**config.mk**
```make
export PLATFORM = sky130hd
export DESIGN_NAME = pcbt_queue
export DESIGN_NICKNAME = d
export VERILOG_FILES = /design/src/rtl/core/pcbt_pkg.sv /design/src/rtl/core/pcbt_queue.sv
export SDC_FILE = /design/constraint.sdc
export NUM_CORES = 1
export LEC_CHECK = 0
export ABC_CLOCK_PERIOD_IN_PS = 8400
export BUFFER_PORTS_ARGS = -buffer_cell sky130_fd_sc_hd__clkbuf_2
export CAP_MARGIN = 15
export CELL_PAD_IN_SITES_DETAIL_PLACEMENT = 1
export CELL_PAD_IN_SITES_GLOBAL_PLACEMENT = 2
export CORE_MARGIN = 2
export CORE_UTILIZATION = 35
export DETAILED_ROUTE_END_ITERATION = 7
export GPL_ROUTABILITY_DRIVEN = 0
export PLACE_DENSITY_LB_ADDON = 0.12
export SLEW_MARGIN = 20
export SYNTH_ARGS = -nofsm -noshare
export SYNTH_HDL_FRONTEND = slang
export SYNTH_SLANG_ARGS = --single-unit
```
**constraint.sdc**
```tcl
create_clock -name clk -period 8.4 [get_ports clk]
set_input_delay 1.68 -clock clk [delete_from_list [all_inputs] [get_ports clk]]
set_output_delay 1.68 -clock clk [all_outputs]
set_load 0.01 [all_outputs]
```
**src/rtl/core/pcbt_pkg.sv**
```systemverilog
`timescale 1ns / 1ps
// ----------------------------------------------------------------------------
// pcbt_pkg - shared types and constants for the convex brush point test
// Holds the queue item layout, field widths and reset defaults.
// ----------------------------------------------------------------------------
package pcbt_pkg;

	localparam int MAX_PLANES_DEF = 16;
	localparam int QUEUE_DEPTH    = 2;

	localparam int CNT_W   = 5;
	localparam int NRM_W   = 18;
	localparam int CRD_W   = 32;
	localparam int IDX_IN_W = 4;

	localparam logic [CNT_W-1:0] PLANE_COUNT_RST = 5'd6;

	typedef enum logic {
		KIND_LOAD = 1'b0,
		KIND_TEST = 1'b1
	} kind_t;

	typedef struct packed {
		kind_t                     kind;
		logic [IDX_IN_W-1:0]       plane_index;
		logic signed [NRM_W-1:0]   normal_x;
		logic signed [NRM_W-1:0]   normal_y;
		logic signed [NRM_W-1:0]   normal_z;
		logic signed [CRD_W-1:0]   plane_distance;
		logic signed [CRD_W-1:0]   coord_x;
		logic signed [CRD_W-1:0]   coord_y;
		logic signed [CRD_W-1:0]   coord_z;
		logic                      last_vertex;
	} item_t;

endpackage

```
**src/rtl/core/pcbt_queue.sv**
```systemverilog
`timescale 1ns / 1ps
// ----------------------------------------------------------------------------
// pcbt_queue - short item queue between front and back
// Register-based FIFO; head is visible without a pop.
// ----------------------------------------------------------------------------
module pcbt_queue #(
	parameter int DEPTH = pcbt_pkg::QUEUE_DEPTH
) (
	input  logic             clk,
	input  logic             arst_n,
	input  logic             push,
	input  pcbt_pkg::item_t  push_item,
	output logic             full,
	input  logic             pop,
	output logic             head_valid,
	output pcbt_pkg::item_t  head_item
);

	localparam int PW = (DEPTH > 1) ? $clog2(DEPTH) : 1;
	localparam int CW = $clog2(DEPTH + 1);

	pcbt_pkg::item_t  mem_q [DEPTH];
	logic [PW-1:0]    wr_ptr_q;
	logic [PW-1:0]    rd_ptr_q;
	logic [CW-1:0]    count_q;
	logic             do_push;
	logic             do_pop;

	assign full       = (count_q == CW'(DEPTH));
	assign head_valid = (count_q != '0);
	assign head_item  = mem_q[rd_ptr_q];
	assign do_push    = push & ~full;
	assign do_pop     = pop & head_valid;

	always_ff @(posedge clk) begin
		if (do_push) begin
			mem_q[wr_ptr_q] <= push_item;
		end
	end

	always_ff @(posedge clk or negedge arst_n) begin
		if (!arst_n) begin
			wr_ptr_q <= '0;
			rd_ptr_q <= '0;
			count_q  <= '0;
		end else begin
			if (do_push) begin
				wr_ptr_q <= (wr_ptr_q == PW'(DEPTH - 1)) ? '0 : PW'(wr_ptr_q + 1'b1);
			end
			if (do_pop) begin
				rd_ptr_q <= (rd_ptr_q == PW'(DEPTH - 1)) ? '0 : PW'(rd_ptr_q + 1'b1);
			end
			case ({do_push, do_pop})
				2'b10:   count_q <= CW'(count_q + 1'b1);
				2'b01:   count_q <= CW'(count_q - 1'b1);
				default: count_q <= count_q;
			endcase
		end
	end

endmodule

```
==> results of run 1 <==
==> how the worst max path moves through the flow <==
stage | depth (start not counted) | slack [ps] | end | from
2_1_floorplan | 2 | 1270 | mem_q[0][0] | push
3_3_place_gp | 4 | 4360 | mem_q[0][108] | push
3_5_place_dp | 4 | 4370 | mem_q[0][108] | push
4_1_cts | 3 | 3890 | head_item[167] | rd_ptr_q
5_1_grt | 3 | 3800 | head_item[165] | rd_ptr_q
6_report | 3 | 3950 | head_item[26] | rd_ptr_q
==> cells by family after synthesis <==
logic type / after synthesis
adder cells (fa/ha/maj): 1
buffers and inverters: 22
multiplexers: 188
XOR/XNOR: 5
flip-flops: 380
AND/OR/NAND/NOR: 7
==> sequential cells by signal, summed over array words and instances (netlist names) <==
register and count:
wr_ptr_q 1, rd_ptr_q 1, count_q 2, mem_q 376
==> routing by layer <==
layer / vias to the layer above / GRT usage [%] / routed length [um]
met3: 62 / 6.62 / 3310
met1: 3517 / 17.9 / 12400
met2: 255 / 22.3 / 14600
met5: - / 0.238 / 28
met4: 6 / 5.88 / 804
li1: 3236 / - / -
==> power by group through the flow <==
stage | sequential, mW | clock (mW) | combinational (mW)
after floorplan | 2.78 | 0 | 1.32
after global placement | 2.75 | 0 | 2.01
after detailed placement | 2.77 | 0 | 2.01
after CTS | 2.74 | 1.91 | 2.01
after global routing | 2.77 | 1.98 | 2.11
final | 2.73 | 1.85 | 1.95
==> synthesized netlist by cell type, drive strengths merged <==
| cell type | n |
|---|---|
| xor2 | 2 |
| xnor2 | 3 |
| inv | 1 |
| or2 | 1 |
| mux2 | 188 |
| dfrtp | 4 |
| and2 | 1 |
| and3 | 1 |
| edfxtp | 376 |
| nand2 | 1 |
| ha | 1 |
| nand2b | 1 |
| buf | 21 |
| nor2 | 2 |
==> cells in the final DEF (no fill, tap or decap), drive strengths merged, types with 2 or more instances in the layout <==
cell type / instances
bufinv: 5
mux2: 188
nor2: 2
inv: 2
diode: 4
buf: 4
clkbuf: 433
xnor2: 3
xor2: 2
clkinv: 20
edfxtp: 376
dfrtp: 4
==> through the flow <==
step	hold slack, ps	power [mW]
after floorplan	457	4.11
after global routing	543	6.86
after CTS	509	6.66
after global placement	492	4.76
after detailed placement	494	4.78
final	521	6.52
==> critical path: stages, from the launching register on <==
cell and delay [ps]:
dfrtp_4 780, buf_12 540, mux2_2 430, clkbuf_2 130
==> final cells by class <==
type                            count  share of cell area (%)
Antenna cell                        4                  0.0555
Clock buffer                       52                    6.27
Clock inverter                     27                    1.50
Inverter                            1                  0.0208
Multi-Input combinational cell    201                    14.4
Sequential cell                   380                    63.2
Tap cell                          525                    3.64
Timing Repair Buffer              385                    10.9
==> results.yml, run 1 <==
logic_synthesis:
  synth.area.top_cells: "edfxtp_1 80%, mux2_4 11%, mux2_2 7.0%, buf_6 1.1%, dfrtp_1 0.71%"
  synth_area_per_cell_um2: 23.5
  syn_inst: 603
  synth_top_cell_by_area: "edfxtp_1"
  synth_xor_xnor_area_share_pct: 0.309
  yosys.area_share.simple_pct: 0.256
  synth_top_family_by_area: "multiplexers"
  synth.distinct_cells: 16
  syn-num-nets: 796
  synth_top_cell_area_share_pct: 79.7
  ys_seq_elements: 380
  synth_area_um2: 14200
  yosysWarnings: 0
  yosys.area_share.adder_pct: 0.0883
  yosys-mux-area-fraction_pct: 17.6
  synth_compound_area_share_pct: 0
  synth_seq_area_share_pct: 80.4
layout:
  fin_cells: 1575
  multi_input_area_um2: 2600
  final_util_pct: 45.3
  seqCellArea_um2: 11400
  fillCellCount: 3885
  drive_gt1_share_pct: 61.4
  area_delta_synth_final_pct: 27.3
  nets: 1205
  design_area_um2: 18000
timing:
  rsz0062_at_grt: "no"
  fmax_ghz: 0.225
  hold_viol_final: 0
  slew_violations: 0
  worst_slew_pin_slew_ps: 1080
  finalClockSkew_ps: 14.8
  finalCriticalPeriod_ps: 4450
  setup_violations: 0
  period_share_pct: 53.0
  fin_tns_setup_ps: 0
  finalWorstSetupSlack_ps: 3950
  slew_headroom_pct: 28.1
die:
  dieHeight_um: 205
  die-width_um: 205
  dieArea_um2: 42100
  io_pins: 382
  fp-row-count: 73
  core_um2: 39800
  start_util_pct: 35.6
power_and_ir_drop:
  p_int_mw: 4.62
  peakVddDrop_mv: 0.247
  power_density_nw_per_um2: 362
  leakage_nw: 7.06
  switchingPower_mw: 1.91
  seqPwrFrac_pct: 41.8
  p_sw_share_pct: 29.2
  p_comb_share_pct: 29.9
  clkPwrFrac_pct: 28.3
status:
  status: "completed"
place:
  hpwlAfterDp_um: 20300
  place_ws_ps: 4370
  place_area_um2: 16600
  dp.cells: 1492
  io_buffers: 381
clock_network:
  cts_tree: "yes"
  clockBufferDepth: 3
  numClockSinks: 380
  cts_resized: 0
  root_buffer: "clkbuf_16"
  htree_levels: 2
  clk_pin_slew_ps: 60
  hold_buffers: 0
  clock_latency_ps: 560
  postCtsSetupBuffers: 0
  numCtsBuffers: 43
worst_hold_path:
  hp-start: "count_q[1]"
  hold_path_end: "count_q[1]"
  holdCritPathClass: "reg -> reg"
  whs_path_depth: 1
setup_path:
  critPathMaxFanout: 121
  cp-end-kind: "output pin"
  critPathLaunchType: "flop"
  r2r_slack_ps: 5550
  r2r-end: "mem_q[0][95]"
  worstSetupPathType: "reg -> out"
  critPathRequiredTime_ps: 6720
  r2r_cells: 4
  arrival_ps: 2770
  r2r_start: "count_q[0]"
routing:
  dr.first_iter.drc_count: 279
  drt_first_pass_iters: 4
  via_count: 7076
  vias_per_cell: 4.49
  antenna_left: 0
  totalWireLength_um: 31200
  wl_per_cell_um: 19.8
  drc: 0
global_route:
  grt-ovfl-total: 0
  grt_max_degree: 159
  grt_pass1_vias: 7446
  grt_pass1_wl_um: 45100
  grt_usage_pct: 14.6
  antenna_found_initial: 6
job:
  maxCapViolCount: 0
Note: power is estimated with default switching activity, not from simulation.
==> run 2, diff against run 1 <==
ABC_CLOCK_PERIOD_IN_PS = 4400   (was 8400)
clock period = 4.4 ns   (was 8.4 ns; I/O delays follow)
==> run 2 against run 1 <==
  * Count of clock-buffer cells in the layout is 2 higher
  * Clock power grew 75%
  * Worst setup slack got worse by 2800 ps
  * Global-route usage up 0.21 points
  * Combinational power grew 94%
  * Clock skew grew 2.0 ps
  * Die area is the same
  * Worst hold slack lost 390 ps
==> results.yml, run 2 (synthesis results as in run 1) <==
timing:
  slew_headroom_pct: 36.6
  slew_violations: 0
  hold_viol_final: 0
  finalCriticalPeriod_ps: 3280
  rsz0062_at_grt: "no"
  period_share_pct: 74.5
  setup_violations: 0
  fin_tns_setup_ps: 0
  finalClockSkew_ps: 16.7
  finalWorstSetupSlack_ps: 1120
  fmax_ghz: 0.305
  worst_slew_pin_slew_ps: 948
die:
  dieArea_um2: 42100
  io_pins: 382
  dieHeight_um: 205
  fp-row-count: 73
  die-width_um: 205
  core_um2: 39800
  start_util_pct: 35.6
layout:
  drive_gt1_share_pct: 60.7
  fin_cells: 1576
  largestRegisters: "mem_q x376, count_q x2"
  largest-register: "mem_q"
  fillCellCount: 3870
  largest_reg_flops: 376
  nets: 1212
  layout_common_cells: "381 x clkbuf_2, 376 x edfxtp_1, 100 x mux2_4, 88 x mux2_2, 45 x clkbuf_16"
  area_delta_synth_final_pct: 27.1
  layout_commonest_cell: "clkbuf_2"
setup_path:
  cpLargestDelayFamily: "flip-flops"
  r2r_start: "count_q[0]"
  critPathBufInv: 2
  critPathMaxFanout: 64
  r2r_slack_ps: 2160
  r2r_cells: 4
  worstSetupPathType: "reg -> out"
  cp_slowest_cell: "dfrtp_4"
  critPathRequiredTime_ps: 3520
  r2r-end: "mem_q[0][109]"
  critPathMaxStageDelay_ps: 760
  critPathLaunchType: "flop"
  arrival_ps: 2400
  worstPathCellList: "buf_12, mux2_4, clkbuf_2"
  cp-end-kind: "output pin"
place:
  dp.cells: 1500
  hpwlAfterDp_um: 21600
  io_buffers: 381
  place_ws_ps: 1640
routing:
  via_count: 7076
  dr.first_iter.drc_count: 242
  totalWireLength_um: 31400
  drc: 0
  drt_first_pass_iters: 4
  wl_per_cell_um: 19.9
  antenna_left: 0
  vias_per_cell: 4.49
global_route:
  grt_max_degree: 97
  grt_pass1_wl_um: 45700
  grt-ovfl-total: 0
  grt_pass1_vias: 7553
  antenna_found_initial: 2
  grt_usage_pct: 14.8
status:
  status: "completed"
power_and_ir_drop:
  peakVddDrop_mv: 0.383
  leakage_nw: 7.05
  power_density_nw_per_um2: 678
clock_network:
  clock_latency_ps: 550
  clk_pin_slew_ps: 60
  postCtsSetupBuffers: 0
  htree_levels: 2
  root_buffer: "clkbuf_16"
  clockBufferDepth: 3
  hold_buffers: 0
  numCtsBuffers: 42
  cts_resized: 0
  numClockSinks: 380
  cts_tree: "yes"
worst_hold_path:
  holdCritPathClass: "in -> async"
job:
  maxCapViolCount: 0
run 2: how the worst max path moves through the flow:
stage              from              to  slack (ps)  cells after the start
2_1_floorplan      push     mem_q[0][0]         180                      2
3_3_place_gp   rd_ptr_q   head_item[38]        1630                      3
3_5_place_dp   rd_ptr_q   head_item[27]        1640                      3
4_1_cts        rd_ptr_q   head_item[27]        1040                      3
5_1_grt        rd_ptr_q  head_item[162]         990                      3
6_report       rd_ptr_q   head_item[59]        1120                      3
run 2: report_power, final:
group | switching (mW) | internal (mW)
Sequential | 0.244 | 4.95
Combinational | 2.01 | 1.78
Clock | 1.33 | 1.91
run 2: final cells by class:
cell class              instances  area (um2)  share of cell area [%]
clock buffers                  54        1160                    6.44
inverters                       1        3.75                  0.0208
well taps                     525         657                    3.65
flip-flops and latches        380       11400                    63.2
diodes                          1        2.50                  0.0139
repair buffers                393        2080                    11.6
clock inverters                21         116                   0.646
multi-input cells             201        2600                    14.4
run 2: worst register-to-register path, cell delays in order, from the launching register on:
cell	delay, ps
dfrtp_1	400
nand2b_1	180
nand2_1	150
nor2_4	750
buf_4	420
run 2: stage by stage:
stage	hold WS, ps	util, %	instance area (um2)	power (mW)
2_1_floorplan	457	-	14200	7.75
3_3_place_gp	475	42.0	16700	9.16
3_5_place_dp	485	42.0	16700	9.19
4_1_cts	97.6	45.2	18000	12.5
5_1_grt	102	45.2	18000	12.9
6_report	127	45.2	18000	12.2
run 2: metal layers:
| metal | track usage (%) | up-vias | wire length (um) | part of all wire (%) |
|---|---|---|---|---|
| met3 | 6.56 | 48 | 3260 | 10 |
| met4 | 5.16 | 4 | 717 | 2.3 |
| li1 | - | 3250 | - | - |
| met5 | 0 | - | 28 | 0.089 |
| met2 | 23.4 | 253 | 14800 | 47 |
| met1 | 17.9 | 3521 | 12600 | 40 |
